### config.mk
export PLATFORM = sky130hd
export DESIGN_NAME = vending_change_controller_flat
export DESIGN_NICKNAME = d
export VERILOG_FILES = /design/src/rtl/core/vcc_pkg.sv /design/src/rtl/core/vcc_if.sv /design/src/rtl/core/vcc_datapath.sv /design/src/rtl/core/vcc_ctrl.sv /design/src/rtl/core/vending_change_controller.sv /design/src/flat_wrapper.sv
export VERILOG_INCLUDE_DIRS = /design/src /design/src/rtl/core
export SDC_FILE = /design/constraint.sdc
export NUM_CORES = 1
export LEC_CHECK = 0
export BUFFER_PORTS_ARGS = -buffer_cell sky130_fd_sc_hd__buf_4
export CAP_MARGIN = 20
export CORE_MARGIN = 2
export CORE_UTILIZATION = 50
export CTS_CLUSTER_DIAMETER = 40
export DETAILED_ROUTE_END_ITERATION = 10
export HOLD_SLACK_MARGIN = 0.1
export PLACE_DENSITY = 0.63
export RECOVER_POWER = 25
export SLEW_MARGIN = 20
export SYNTH_ARGS = -nofsm -noshare
export SYNTH_HDL_FRONTEND = slang
export SYNTH_SLANG_ARGS = --single-unit
### constraint.sdc
create_clock -name clk -period 8.9 [get_ports clk]
set_input_delay 0 -clock clk [delete_from_list [all_inputs] [get_ports clk]]
set_output_delay 0 -clock clk [all_outputs]
set_load 0.01 [all_outputs]
### src/rtl/core/vending_change_controller_macros.svh
// ----------------------------------------------------------------------------
// Vending change controller assertion macros
// Assertion forms for the core modules (used by vcc_ctrl).
// ----------------------------------------------------------------------------
`ifndef VENDING_CHANGE_CONTROLLER_MACROS_SVH
`define VENDING_CHANGE_CONTROLLER_MACROS_SVH

// Antecedent implies consequent on the next cycle.
`define VCC_ASSERT_NEXT(label, clk, rst, ante, cons) \
  label: assert property (@(posedge clk) disable iff (rst) (ante) |=> (cons)) \
    else $error("assertion failed");

// Condition holds whenever it is sampled.
`define VCC_ASSERT_ALWAYS(label, clk, rst, cond) \
  label: assert property (@(posedge clk) disable iff (rst) (cond)) \
    else $error("assertion failed");

`endif

### src/rtl/core/vcc_pkg.sv
// ----------------------------------------------------------------------------
// vcc_pkg
// Types, constants and coin table for the vending change controller.
// ----------------------------------------------------------------------------
package vcc_pkg;

  localparam int NumProducts  = 5;
  localparam int NumCoinKinds = 6;
  localparam int NumPrices    = 5;
  localparam int MaxChange    = 49;

  localparam logic [1:0] ACT_SELECT = 2'd0;
  localparam logic [1:0] ACT_COIN   = 2'd1;
  localparam logic [1:0] ACT_LSTOCK = 2'd2;
  localparam logic [1:0] ACT_LCOIN  = 2'd3;

  localparam logic [3:0] ST_SELECTED = 4'd0;
  localparam logic [3:0] ST_BAD      = 4'd1;
  localparam logic [3:0] ST_SHORT    = 4'd2;
  localparam logic [3:0] ST_BUSY     = 4'd3;
  localparam logic [3:0] ST_REJECT   = 4'd4;
  localparam logic [3:0] ST_NOSALE   = 4'd5;
  localparam logic [3:0] ST_NEED     = 4'd6;
  localparam logic [3:0] ST_CHANGE   = 4'd7;
  localparam logic [3:0] ST_DONE     = 4'd8;
  localparam logic [3:0] ST_FAILED   = 4'd9;
  localparam logic [3:0] ST_LOADED   = 4'd10;

  typedef struct packed {
    logic [1:0]  action;
    logic [2:0]  product;
    logic [7:0]  quantity;
    logic [2:0]  coin_code;
    logic [15:0] load_value;
  } in_item_t;

  typedef struct packed {
    logic [3:0]  status;
    logic [2:0]  change_coin;
    logic [17:0] amount;
    logic        last;
  } out_item_t;

  typedef struct packed {
    logic [3:0]  index;
    logic [9:0]  data;
  } cfg_item_t;

  // controller -> datapath
  typedef struct packed {
    logic latch;      // capture input item
    logic mult;       // register price * quantity
    logic exec;       // apply the item, build first result
    logic pay_step;   // one change coin step
    logic pay_final;  // finish payout
  } dp_cmd_t;

  // datapath -> controller
  typedef struct packed {
    logic payout;     // exec found paid >= due
    logic coin_found; // a change coin is available this step
    logic diff_zero;
  } dp_stat_t;

  function automatic logic [5:0] coin_value(input logic [2:0] c);
    case (c)
      3'd0: coin_value = 6'd50;
      3'd1: coin_value = 6'd20;
      3'd2: coin_value = 6'd10;
      3'd3: coin_value = 6'd5;
      3'd4: coin_value = 6'd2;
      3'd5: coin_value = 6'd1;
      default: coin_value = 6'd0;
    endcase
  endfunction

  function automatic logic coin_ok(input logic [2:0] c);
    coin_ok = (32'(c) < NumCoinKinds) && (coin_value(c) != 6'd0);
  endfunction

endpackage

### src/rtl/core/vcc_if.sv
// ----------------------------------------------------------------------------
// vcc_if
// Valid/ready channels, each carrying one input, output or config item.
// ----------------------------------------------------------------------------
interface vcc_in_if;
  logic                valid;
  logic                ready;
  vcc_pkg::in_item_t   data;
  modport source (output valid, output data, input ready);
  modport sink   (input valid, input data, output ready);
endinterface

interface vcc_out_if;
  logic                valid;
  logic                ready;
  vcc_pkg::out_item_t  data;
  modport source (output valid, output data, input ready);
  modport sink   (input valid, input data, output ready);
endinterface

interface vcc_cfg_if;
  logic                valid;
  logic                ready;
  vcc_pkg::cfg_item_t  data;
  modport source (output valid, output data, input ready);
  modport sink   (input valid, input data, output ready);
endinterface

### src/rtl/core/vcc_datapath.sv
// ----------------------------------------------------------------------------
// vcc_datapath
// Stock, coin counters, sale registers and result formation.
// ----------------------------------------------------------------------------
module vcc_datapath (
  input  logic                clk,
  input  logic                rst,
  input  vcc_pkg::dp_cmd_t    cmd,
  output vcc_pkg::dp_stat_t   stat,
  input  vcc_pkg::in_item_t   item_in,
  input  logic                cfg_we,
  input  vcc_pkg::cfg_item_t  cfg,
  output vcc_pkg::out_item_t  result
);

  logic [9:0]  prices        [vcc_pkg::NumPrices];
  logic [7:0]  product_stock [vcc_pkg::NumProducts];
  logic [15:0] coin_stock    [vcc_pkg::NumCoinKinds];
  logic [15:0] sale_coins    [vcc_pkg::NumCoinKinds];
  logic [17:0] amount_due;
  logic [17:0] amount_paid;
  logic        sale_open;
  logic [5:0]  diff;
  vcc_pkg::in_item_t item;
  logic [17:0] product_mul;

  logic        prod_ok;
  logic [2:0]  pidx;
  logic [17:0] remain;
  logic [17:0] paid_sum;
  logic [2:0]  pick;
  logic        found;
  vcc_pkg::out_item_t exec_res;

  assign prod_ok = 32'(item.product) < vcc_pkg::NumProducts;
  assign pidx    = prod_ok ? item.product : 3'd0;
  assign remain  = (sale_open && amount_paid < amount_due) ? amount_due - amount_paid : 18'd0;
  assign paid_sum = amount_paid + 18'(vcc_pkg::coin_value(item.coin_code));

  // priority pick of largest coin that fits and is in stock
  always_comb begin
    found = 1'b0;
    pick  = 3'd0;
    for (int i = vcc_pkg::NumCoinKinds - 1; i >= 0; i--) begin
      if (vcc_pkg::coin_value(3'(i)) != 6'd0 && diff >= vcc_pkg::coin_value(3'(i)) &&
          coin_stock[i] != 16'd0) begin
        found = 1'b1;
        pick  = 3'(i);
      end
    end
  end

  // result of the executed item (payout results come from the change loop)
  always_comb begin
    exec_res = '{status: vcc_pkg::ST_LOADED, change_coin: 3'd0, amount: 18'd0, last: 1'b1};
    case (item.action)
      vcc_pkg::ACT_SELECT: begin
        if (sale_open) exec_res = '{vcc_pkg::ST_BUSY, 3'd0, remain, 1'b1};
        else if (!prod_ok) exec_res.status = vcc_pkg::ST_BAD;
        else if (item.quantity > product_stock[pidx]) exec_res.status = vcc_pkg::ST_SHORT;
        else exec_res = '{vcc_pkg::ST_SELECTED, 3'd0, product_mul, 1'b1};
      end
      vcc_pkg::ACT_LSTOCK: begin
        if (!prod_ok) exec_res.status = vcc_pkg::ST_BAD;
      end
      vcc_pkg::ACT_LCOIN: begin
        if (!vcc_pkg::coin_ok(item.coin_code))
          exec_res = '{vcc_pkg::ST_REJECT, 3'd0, remain, 1'b1};
      end
      default: begin
        if (!sale_open) exec_res.status = vcc_pkg::ST_NOSALE;
        else if (!vcc_pkg::coin_ok(item.coin_code))
          exec_res = '{vcc_pkg::ST_REJECT, 3'd0, remain, 1'b1};
        else if (paid_sum < amount_due)
          exec_res = '{vcc_pkg::ST_NEED, 3'd0, amount_due - paid_sum, 1'b1};
      end
    endcase
  end

  assign stat.payout     = item.action == vcc_pkg::ACT_COIN && sale_open &&
                           vcc_pkg::coin_ok(item.coin_code) && !(paid_sum < amount_due);
  assign stat.coin_found = found;
  assign stat.diff_zero  = diff == 6'd0;

  always_ff @(posedge clk) begin
    if (rst) begin
      for (int i = 0; i < vcc_pkg::NumPrices; i++) prices[i] <= '0;
      for (int i = 0; i < vcc_pkg::NumProducts; i++) product_stock[i] <= '0;
      for (int i = 0; i < vcc_pkg::NumCoinKinds; i++) begin
        coin_stock[i] <= '0;
        sale_coins[i] <= '0;
      end
      amount_due  <= '0;
      amount_paid <= '0;
      sale_open   <= 1'b0;
      diff        <= '0;
    end else begin
      if (cfg_we && 32'(cfg.index) < vcc_pkg::NumPrices)
        prices[cfg.index[2:0]] <= cfg.data;
      if (cmd.exec) begin
        result <= exec_res;
        case (item.action)
          vcc_pkg::ACT_SELECT: begin
            if (!sale_open && prod_ok && !(item.quantity > product_stock[pidx])) begin
              product_stock[pidx] <= product_stock[pidx] - item.quantity;
              amount_due  <= product_mul;
              amount_paid <= '0;
              sale_open   <= 1'b1;
              for (int i = 0; i < vcc_pkg::NumCoinKinds; i++) sale_coins[i] <= '0;
            end
          end
          vcc_pkg::ACT_LSTOCK: begin
            if (prod_ok)
              product_stock[pidx] <= (item.load_value > 16'd255) ? 8'd255
                                     : item.load_value[7:0];
          end
          vcc_pkg::ACT_LCOIN: begin
            if (vcc_pkg::coin_ok(item.coin_code))
              coin_stock[item.coin_code] <= item.load_value;
          end
          default: begin
            if (sale_open && vcc_pkg::coin_ok(item.coin_code)) begin
              if (sale_coins[item.coin_code] != 16'hFFFF)
                sale_coins[item.coin_code] <= sale_coins[item.coin_code] + 16'd1;
              amount_paid <= paid_sum;
              diff <= 6'(paid_sum - amount_due);
            end
          end
        endcase
      end
      if (cmd.pay_step) begin
        coin_stock[pick] <= coin_stock[pick] - 16'd1;
        diff   <= diff - vcc_pkg::coin_value(pick);
        result <= '{vcc_pkg::ST_CHANGE, pick, 18'(diff - vcc_pkg::coin_value(pick)), 1'b0};
      end
      if (cmd.pay_final) begin
        if (diff == 6'd0) begin
          for (int i = 0; i < vcc_pkg::NumCoinKinds; i++)
            coin_stock[i] <= (17'(coin_stock[i]) + 17'(sale_coins[i]) > 17'h0FFFF) ? 16'hFFFF
                             : coin_stock[i] + sale_coins[i];
          result <= '{vcc_pkg::ST_DONE, 3'd0, 18'd0, 1'b1};
        end else begin
          result <= '{vcc_pkg::ST_FAILED, 3'd0, 18'(diff), 1'b1};
        end
        for (int i = 0; i < vcc_pkg::NumCoinKinds; i++) sale_coins[i] <= '0;
        sale_open   <= 1'b0;
        amount_due  <= '0;
        amount_paid <= '0;
      end
    end
  end

  always_ff @(posedge clk) begin
    if (cmd.latch) item <= item_in;
    if (cmd.mult) product_mul <= 18'(prices[pidx]) * 18'(item.quantity);
  end

endmodule

### src/rtl/core/vcc_ctrl.sv
// ----------------------------------------------------------------------------
// vcc_ctrl
// Sequencer: accept, multiply, execute, change payout, result handoff.
// ----------------------------------------------------------------------------
`include "vending_change_controller_macros.svh"

module vcc_ctrl (
  input  logic               clk,
  input  logic               rst,
  input  logic               in_valid,
  output logic               in_ready,
  output logic               out_valid,
  input  logic               out_ready,
  output vcc_pkg::dp_cmd_t   cmd,
  input  vcc_pkg::dp_stat_t  stat
);

  typedef enum logic [6:0] {
    S_IDLE  = 7'b0000001,
    S_MULT  = 7'b0000010,
    S_EXEC  = 7'b0000100,
    S_SHOW  = 7'b0001000,
    S_STEP  = 7'b0010000,
    S_SHOWC = 7'b0100000,
    S_FINAL = 7'b1000000
  } state_t;

  state_t      state, state_next;
  logic [5:0]  count, count_next;
  logic        payout, payout_next;

  assign in_ready  = state == S_IDLE;
  assign out_valid = state == S_SHOW || state == S_SHOWC;

  always_comb begin
    state_next  = state;
    count_next  = count;
    payout_next = payout;
    cmd         = '0;
    case (state)
      S_IDLE: if (in_valid) begin
        cmd.latch  = 1'b1;
        state_next = S_MULT;
      end
      S_MULT: begin
        cmd.mult   = 1'b1;
        state_next = S_EXEC;
      end
      S_EXEC: begin
        cmd.exec    = 1'b1;
        payout_next = stat.payout;
        count_next  = '0;
        state_next  = stat.payout ? S_STEP : S_SHOW;
      end
      S_STEP: begin
        if (!stat.diff_zero && stat.coin_found && 32'(count) < vcc_pkg::MaxChange) begin
          cmd.pay_step = 1'b1;
          count_next   = count + 6'd1;
          state_next   = S_SHOWC;
        end else begin
          state_next = S_FINAL;
        end
      end
      S_SHOWC: if (out_ready) state_next = S_STEP;
      S_FINAL: begin
        cmd.pay_final = 1'b1;
        payout_next   = 1'b0;
        state_next    = S_SHOW;
      end
      S_SHOW: if (out_ready) state_next = S_IDLE;
      default: state_next = S_IDLE;
    endcase
  end

  always_ff @(posedge clk) begin
    if (rst) begin
      state  <= S_IDLE;
      count  <= '0;
      payout <= 1'b0;
    end else begin
      state  <= state_next;
      count  <= count_next;
      payout <= payout_next;
    end
  end

  `VCC_ASSERT_ALWAYS(a_onehot, clk, rst, $onehot(state))
  `VCC_ASSERT_NEXT(a_step_shows, clk, rst, cmd.pay_step, state == S_SHOWC)
  `VCC_ASSERT_NEXT(a_final_shows, clk, rst, cmd.pay_final, state == S_SHOW && !payout)
  `VCC_ASSERT_ALWAYS(a_count_cap, clk, rst, 32'(count) <= vcc_pkg::MaxChange)

endmodule

### src/rtl/core/vending_change_controller.sv
// From accept: latch, multiply (S_MULT), execute (S_EXEC), then a single result;
// a payout adds an S_STEP/S_SHOWC pass per change coin (up to 49) and S_FINAL.
// One item at a time: a new item is accepted only once the last result is taken.
// Reset (rst, synchronous): prices, stocks, coin counts and sale cleared.
// ----------------------------------------------------------------------------
// vending_change_controller
// Top level: sale sequencer plus stock/coin datapath.
// ----------------------------------------------------------------------------
module vending_change_controller (
  input  logic       clk,
  input  logic       rst,
  vcc_in_if.sink     in_ch,
  vcc_out_if.source  out_ch,
  vcc_cfg_if.sink    cfg_ch
);

  vcc_pkg::dp_cmd_t  cmd;
  vcc_pkg::dp_stat_t stat;

  // Config writes are always taken; the user writes only while idle.
  assign cfg_ch.ready = 1'b1;

  vcc_ctrl u_ctrl (
    .clk       (clk),
    .rst       (rst),
    .in_valid  (in_ch.valid),
    .in_ready  (in_ch.ready),
    .out_valid (out_ch.valid),
    .out_ready (out_ch.ready),
    .cmd       (cmd),
    .stat      (stat)
  );

  // Datapath holds the result register that feeds the output item.
  vcc_datapath u_dp (
    .clk     (clk),
    .rst     (rst),
    .cmd     (cmd),
    .stat    (stat),
    .item_in (in_ch.data),
    .cfg_we  (cfg_ch.valid),
    .cfg     (cfg_ch.data),
    .result  (out_ch.data)
  );

endmodule
### src/flat_wrapper.sv
// flat-port wrapper written by rule: the top's interface ports become plain ports
module vending_change_controller_flat 
  (clk, rst, in_ch_valid, in_ch_data, in_ch_ready, out_ch_valid, out_ch_data, out_ch_ready, cfg_ch_valid, cfg_ch_data, cfg_ch_ready);
  vcc_in_if in_ch_i ();
  vcc_out_if out_ch_i ();
  vcc_cfg_if cfg_ch_i ();
  input  logic clk;
  input  logic rst;
  input wire logic [$bits(in_ch_i.valid)-1:0] in_ch_valid;
  input wire logic [$bits(in_ch_i.data)-1:0] in_ch_data;
  output wire logic [$bits(in_ch_i.ready)-1:0] in_ch_ready;
  output wire logic [$bits(out_ch_i.valid)-1:0] out_ch_valid;
  output wire logic [$bits(out_ch_i.data)-1:0] out_ch_data;
  input wire logic [$bits(out_ch_i.ready)-1:0] out_ch_ready;
  input wire logic [$bits(cfg_ch_i.valid)-1:0] cfg_ch_valid;
  input wire logic [$bits(cfg_ch_i.data)-1:0] cfg_ch_data;
  output wire logic [$bits(cfg_ch_i.ready)-1:0] cfg_ch_ready;
  assign in_ch_i.valid = in_ch_valid;
  assign in_ch_i.data = in_ch_data;
  assign in_ch_ready = in_ch_i.ready;
  assign out_ch_valid = out_ch_i.valid;
  assign out_ch_data = out_ch_i.data;
  assign out_ch_i.ready = out_ch_ready;
  assign cfg_ch_i.valid = cfg_ch_valid;
  assign cfg_ch_i.data = cfg_ch_data;
  assign cfg_ch_ready = cfg_ch_i.ready;
  vending_change_controller u_core (.clk(clk), .rst(rst), .in_ch(in_ch_i), .out_ch(out_ch_i), .cfg_ch(cfg_ch_i));
endmodule
==> out/results.txt, run 1 <==
Finished layout cell area - 34800 µm²
Initial DRC count - 2609
Largest net degree at the start of global routing - 99
Main synth FF type - edfxtp_1
Tmin final - 7.12 ns
Top post-synthesis cells by area - edfxtp_1 39%, ha_1 8.0%, o21ai_0 4.7%
GP Congestion - 1.00
Maxcap violations - 3
Number of synthesized flops with an enable pin - 390
Most frequent cells in the layout - 390 x edfxtp_1, 310 x nor2_1, 283 x o21ai_0, 193 x ha_1, 188 x nand2_1
Pwr per Cell Area - 202 nW/µm²
Vias - 24700
Sequential Power Share - 36.3%
Outcome - finished, violations left
DIE AREA - 62300 µm²
Complex-gate fraction of the synthesized area - 16.5%
Data required, critical path - 9.36 ns
Max FO, Critical Path - 23
Post-synthesis adder-cell area fraction - 12.1%
Cell Rows - 90
Core area - 60000 µm²
GRT Overall Usage - 29.5%
Fillcell total - 5187
Hold Path Origin - in_ch_data[12]
Post-synthesis sequential area ratio - 42.8%
Antenna-violating nets left - 0
FF-to-FF Start - u_core.u_dp.item[28]$_DFFE_PP_
Top Ports - 80
YS warnings - 0
Most common cell after layout, fill and taps aside - edfxtp_1
Clock share of power - 42.5%
Worst hold path class - input pin to flop
WS Path Type - flop to flop
DRC Markers - 0
Yosys top cell area share - 38.8%
Initial Util - 50.2%
Reg2reg end - u_core.u_dp.product_mul[17]$_DFFE_PP_
DR vias/cell - 6.15
Simple-Gate Fraction of Synth Area - 15.8%
Total chip power - 7.02 mW
Initial antenna violation count - 1
CTS buffer count - 79
Cell variety after synth - 86
WP data arrival - 7.58 ns
# setup viols final - 0
Comb pwr share - 21.2%
Total gr overflow - 0
Max frequency - 0.140 GHz
Post-synthesis mux area share - 4.37%
Worst-Skew Late Latency - 0.63 ns
Max Root-Sink Buffers - 3
Growth of design area from synthesis to finish - 15.4%
DP HPWL - 69.2 mm
Synthesized area - 30200 µm²
Placed cell area - 31600 µm²
Via count of the first global-routing pass - 23900
Largest family of logic cells by synthesized area - compound AO/OA/AOI/OAI gates
Failing checks - max-capacitance violations, max-slew violations
Sw Pwr - 2.13 mW
Switching Fraction - 30.4%
FF-to-FF path depth - 23
Post-Route WL - 92.7 mm
Final hold vios - 0
Slew HR - -57.0%
Count of final max-slew check failures - 100
DRT Pass-1 Iters - 6
Yosys reg bits - 449
Final Cycle Share - 80.0%
Hold Path Cell Cnt - 2
Reg2reg setup slack - 1.78 ns
Post-Syn Instances - 3003
Die W - 250 µm
# nets final - 3480
CTS resizes - 0
Area leader, netlist - edfxtp_1
H-tree Lvls - 3
Synth Area in XOR/XNOR - 4.69%
Post-synth ARST share - 0%
VDD IR max - 0.181 mV
Die Height - 250 µm
Fin Setup TNS - 0 ns
Clock Pin Slew Worst Setup and Hold Paths - 0.06 ns
Worst slew pin tran - 2.36 ns
Share of post-route cells with drive strength above 1 - 8.86%
First-pass GRT wire length - 142 mm
Pint - 4.89 mW
CP Capture Type - flop
Wire per inst - 23.1 µm
Startpoint Class - flop
Leak Pwr - 13.6 nW
Skew final - 0.0241 ns
Clk root buf - clkbuf_16
CTS tree - built
Endpoint, Worst Hold - u_core.u_dp.item[12]$_DFFE_PP_
Synthesized area per cell - 10.0 µm²
Antenna diodes - 0
PortBufs - 78
Sink Count - 449
RSZ-0062 raised after global routing - false
worst max-delay path, stage by stage (launching register included):
cell and delay (ns):
edfxtp_1 0.68, nor2_1 0.51, xor2_2 0.65, a22oi_1 0.19, o21ai_0 0.39, nand2_1 0.19
fa_1 0.54, fa_1 0.57, inv_1 0.06, fa_1 0.52, inv_1 0.05, fa_1 0.52
inv_1 0.04, ha_1 0.31, a21boi_0 0.15, o21ai_0 0.25, a21boi_0 0.16, o21ai_0 0.17
nand2_1 0.10, a21o_1 0.18, a21o_1 0.19, a31oi_1 0.29, nor2_1 0.09, a211oi_1 0.17
layout make-up:
cell class / count / area, µm² / area share, %
clock inverter: 61 / 594 / 1.71
tap: 782 / 978 / 2.81
clock buffer: 84 / 2000 / 5.74
timing repair buffer: 180 / 1380 / 3.96
multi-input combinational: 2294 / 16300 / 46.9
inverter: 172 / 646 / 1.86
sequential: 449 / 12900 / 37.1
per-layer routing:
metal	global-route usage (%)	vias to the layer above	wire [µm]
met5	0	-	13
met4	11.0	2	3480
met3	6.53	188	8740
met2	44.1	1146	39800
met1	42.1	12000	40700
li1	-	11400	-
what timing repair did:
| action | CTS | global route |
|---|---|---|
| buffers inserted | 0 | 0 |
| hold buffers | 71 | 0 |
| endpoints found under the hold margin | 105 | 0 |
cells in the mapped netlist (33+ instances only):
master / instances
a21o_1: 47
a21oi_1: 164
a22oi_1: 55
and2_1: 149
clkbuf_1: 106
dfxtp_1: 59
edfxtp_1: 390
fa_1: 60
ha_1: 193
inv_1: 171
mux4_2: 33
nand2_1: 188
nand3_1: 47
nor2_1: 311
nor3_1: 63
nor4_1: 35
o21ai_0: 284
xnor2_1: 111
xor2_1: 48
registers in the layout, summed over array words and instances, names as in the netlist, named ones only:
register,count
u_core.u_dp.amount_paid,18
u_core.u_dp.product_mul,18
u_core.u_ctrl.state,7
u_core.u_dp.coin_stock,96
u_core.u_dp.item,32
u_core.u_dp.product_stock,40
u_core.u_dp.sale_open,1
u_core.u_dp.amount_due,18
u_core.u_dp.result,26
u_core.u_dp.prices,50
u_core.u_dp.diff,6
u_core.u_ctrl.count,6
u_core.u_dp.sale_coins,128
worst max-delay path by stage:
stage,cells past startpoint,to,start,slack [ns]
finish,23,u_core.u_dp.product_mul[17]$_DFFE_PP_,u_core.u_dp.item[28]$_DFFE_PP_,1.78
detailed placement,23,u_core.u_dp.product_mul[17]$_DFFE_PP_,u_core.u_dp.item[28]$_DFFE_PP_,1.42
global placement,23,u_core.u_dp.product_mul[17]$_DFFE_PP_,u_core.u_dp.item[28]$_DFFE_PP_,1.70
CTS,23,u_core.u_dp.product_mul[17]$_DFFE_PP_,u_core.u_dp.item[28]$_DFFE_PP_,1.39
global route,23,u_core.u_dp.product_mul[17]$_DFFE_PP_,u_core.u_dp.item[28]$_DFFE_PP_,1.03
floorplan,25,u_core.u_dp.product_mul[17]$_DFFE_PP_,u_core.u_dp.item[27]$_DFFE_PP_,2.98
cell families (layout without fill, tap and decap cells):
family          Yosys count  in the layout
simple gates            966            966
compound gates          791            791
flops                   449            449
buf+inv                 291            497
fa+ha+maj               257            257
xor+xnor                160            160
mux                      87             87
other cells               2             33
metrics by stage:
step	utilization, %	setup slack (ns)	instances	hold slack, ns
2_1_floorplan	-	2.98	3034	0.0989
3_3_place_gp	52.7	1.70	3806	0.179
3_5_place_dp	52.7	1.42	3806	0.180
4_1_cts	58.2	1.39	4022	0.106
5_1_grt	58.0	1.03	4022	0.126
6_report	58.0	1.78	4022	0.134
power groups by stage:
stage	Clock [mW]	Sequential, mW	Combinational (mW)
6_report	2.99	2.55	1.49
5_1_grt	3.10	2.56	1.70
4_1_cts	3.02	2.55	1.49
3_5_place_dp	0	2.59	1.46
3_3_place_gp	0	2.58	1.44
2_1_floorplan	0	2.53	1.11
(Power assumes the default switching activity.)
==> run 2: changes to the inputs <==
- ABC_AREA: not set -> 1
- PLACE_DENSITY: 0.63 -> 0.66
- clock period: 8.9 -> 6.2 ns (I/O delays scaled with it)
==> run 2 against run 1 <==
Against the previous run: the flow still finishes with violations (max-capacitance violations, max-slew violations); sequential share of layout area fell by 1.7 points; die area rose by 4.9%; routed wire length rose by 5.4%; combinational power rose to 3.9 times the previous value; clock-buffer cell count rose by 3; critical path depth fell by 4; worst setup slack got worse by 1.5 ns; critical endpoint is now u_core.u_dp.sale_coins[1][9]$_SDFFCE_PN0P_; largest power group is now combinational cells.
==> out/results.txt, run 2 <==
Outcome - finished, violations left
Failing checks - max-capacitance violations, max-slew violations
Post-route setup slack - 0.329 ns
Antenna diodes - 0
Total gr overflow - 0
Post-synth top cells - 703 x nand2_1, 586 x nor2_1, 391 x inv_1
Post-synthesis sequential area ratio - 40.7%
Share of post-route cells with drive strength above 1 - 9.47%
Worst hold path class - input pin to flop
Sw Pwr - 5.63 mW
Main synth FF type - edfxtp_1
DP HPWL - 73.9 mm
Max Root-Sink Buffers - 3
Yosys top cell area share - 37.0%
# setup viols final - 0
Most frequent cells in the layout - 705 x nand2_1, 588 x nor2_1, 393 x inv_1, 390 x edfxtp_1, 295 x o21ai_0
Skew final - 0.0352 ns
Vias - 27500
Post-Syn Instances - 3836
Initial Util - 50.4%
CTS buffer count - 82
Via count of the first global-routing pass - 26100
Total chip power - 14.6 mW
WS Path Type - flop to flop
DRC Markers - 0
Reg2reg setup slack - 0.33 ns
Switching Fraction - 38.4%
Core area - 62900 µm²
DRT Pass-1 Iters - 6
Growth of design area from synthesis to finish - 15.1%
VDD IR max - 0.657 mV
Clock share of power - 32.4%
Sequential Power Share - 27.7%
DR vias/cell - 5.58
Yosys reg bits - 449
Top post-synthesis cells by area - edfxtp_1 37%, nand2_1 8.3%, ha_1 7.6%
Cell Rows - 92
Number of synthesized flops with an enable pin - 390
Data required, critical path - 6.42 ns
RSZ-0062 raised after global routing - true
Max frequency - 0.170 GHz
First-pass GRT wire length - 149 mm
Clock Pin Slew Worst Setup and Hold Paths - 0.05 ns
Area leader, netlist - edfxtp_1
# nets final - 4314
Post-Route WL - 97.8 mm
Final hold vios - 0
Antenna-violating nets left - 0
DIE AREA - 65300 µm²
Pre-CTS setup slack - 0.216 ns
Pwr per Cell Area - 402 nW/µm²
Slew HR - -4.05%
Maxcap violations - 1
Die W - 256 µm
Comb pwr share - 39.9%
Initial antenna violation count - 0
GP Congestion - 1.01
Sink Count - 449
Final core occ - 57.9%
Largest register FFs - 128
Top Ports - 80
Largest net degree at the start of global routing - 68
Biggest regs - u_core.u_dp.sale_coins x128, u_core.u_dp.coin_stock x96, u_core.u_dp.prices x50
YS warnings - 0
Clk root buf - clkbuf_16
H-tree Lvls - 3
CTS tree - built
Tmin final - 5.87 ns
Cell variety after synth - 69
Leak Pwr - 16.3 nW
GRT Overall Usage - 29.6%
Die Height - 256 µm
Count of final max-slew check failures - 34
Max FO, Critical Path - 33
Most common cell after layout, fill and taps aside - nand2_1
Final Cycle Share - 94.7%
Wire per inst - 19.9 µm
Post-synth ARST share - 0%
Worst-Skew Late Latency - 0.63 ns
PortBufs - 78
Count leader, synth - nand2_1
CP Capture Type - flop
Worst hold margin - 0.153 ns
Initial DRC count - 2486
Startpoint Class - flop
WP data arrival - 6.10 ns
Largest Register - u_core.u_dp.sale_coins
Synthesized area per cell - 8.25 µm²
Post-CTS setup buffer count - 0
Worst slew pin tran - 1.56 ns
Pint - 9.01 mW
Synthesized area - 31600 µm²
Fin Setup TNS - 0 ns
run 2: cell types whose count changed in the layout (fill, tap and decap cells not counted), sizes merged, moves of 40 or more:
cell and delta:
and2 -147, nand2 +552, nor2 +307, xnor2 -76, a21oi +47, nand3 +209
a22oi -46, inv +229, xor2 +45, o21ai +40
run 2: power groups by stage:
stage                     logic [mW]  clock network [mW]  registers, mW
after global placement          5.75                   0           4.09
after global routing            6.61                4.90           4.08
after detailed placement        5.80                   0           4.11
final                           5.84                4.74           4.05
after floorplan                 4.33                   0           4.01
after CTS                       5.88                4.77           4.05
run 2: through the flow:
stage | instance area (µm²) | instances
after floorplan | 31800 | 3867
after global placement | 33000 | 4702
after detailed placement | 33000 | 4702
after CTS | 36600 | 4922
after global routing | 36400 | 4922
final | 36400 | 4922
run 2: worst paths after layout:
check | from | to | depth (start not counted)
max | flop | u_core.u_dp.sale_coins[1][9]$_SDFFCE_PN0P_ | 19
min | in_ch_data[28] | u_core.u_dp.item[28]$_DFFE_PP_ | 2
max reg2reg | flop | u_core.u_dp.sale_coins[1][9]$_SDFFCE_PN0P_ | 19
min reg2reg | u_core.u_ctrl.count[5]$_SDFFE_PP0P_ | u_core.u_ctrl.count[5]$_SDFFE_PP0P_ | 2
run 2: what timing repair did:
| item | CTS | global route |
|---|---|---|
| gates resized for setup | 0 | 4 |
| endpoints found under the setup margin | 0 | 2 |
| hold buffers | 70 | 0 |
| hold endpoints to repair | 92 | 0 |
run 2: worst max-delay path, cell delays in order, from the launching register on:
cell,delay [ns]
dfxtp_1,0.30
clkbuf_1,1.11
inv_1,0.95
o21ai_0,0.27
o22ai_1,0.16
nand2_1,0.09
o21a_1,0.25
inv_1,0.07
ha_1,0.23
nand2_1,0.15
nor2_1,0.11
nand2_2,0.10
inv_2,0.05
nand4_2,0.07
nor3b_2,0.07
nand2_2,0.16
nand3_4,0.14
nor2_4,0.21
nand2_4,0.22
nand2_1,0.71
run 2: area by class of cell:
cell class	count	area, µm²
timing repair buffer	191	1460
clock buffer	87	2130
fill	5827	26400
clock inverter	63	778
multi-input combinational	2862	16500
tap	846	1060
inverter	424	1600
sequential	449	12900
run 2: kinds of logic (layout without fill, tap and decap cells):
kind of cell	count (synthesis)	in the layout	synth area share, %
compound gates	694	694	12.4
xor+xnor	128	128	3.57
fa+ha+maj	253	253	11.4
buf+inv	556	765	7.46
flops	449	449	40.7
mux	4	4	0.127
other cells	2	33	0.0237
simple gates	1750	1750	24.3
run 2: per-layer routing:
metal | routed length (µm) | share of wire [%] | GRT usage (%) | vias up
li1 | - | - | - | 13300
met1 | 41000 | 42 | 39.5 | 12800
met2 | 44200 | 45 | 47.3 | 1137
met3 | 7590 | 7.8 | 4.38 | 204
met4 | 5000 | 5.1 | 14.2 | 0
met5 | 0 | 0 | 0 | -
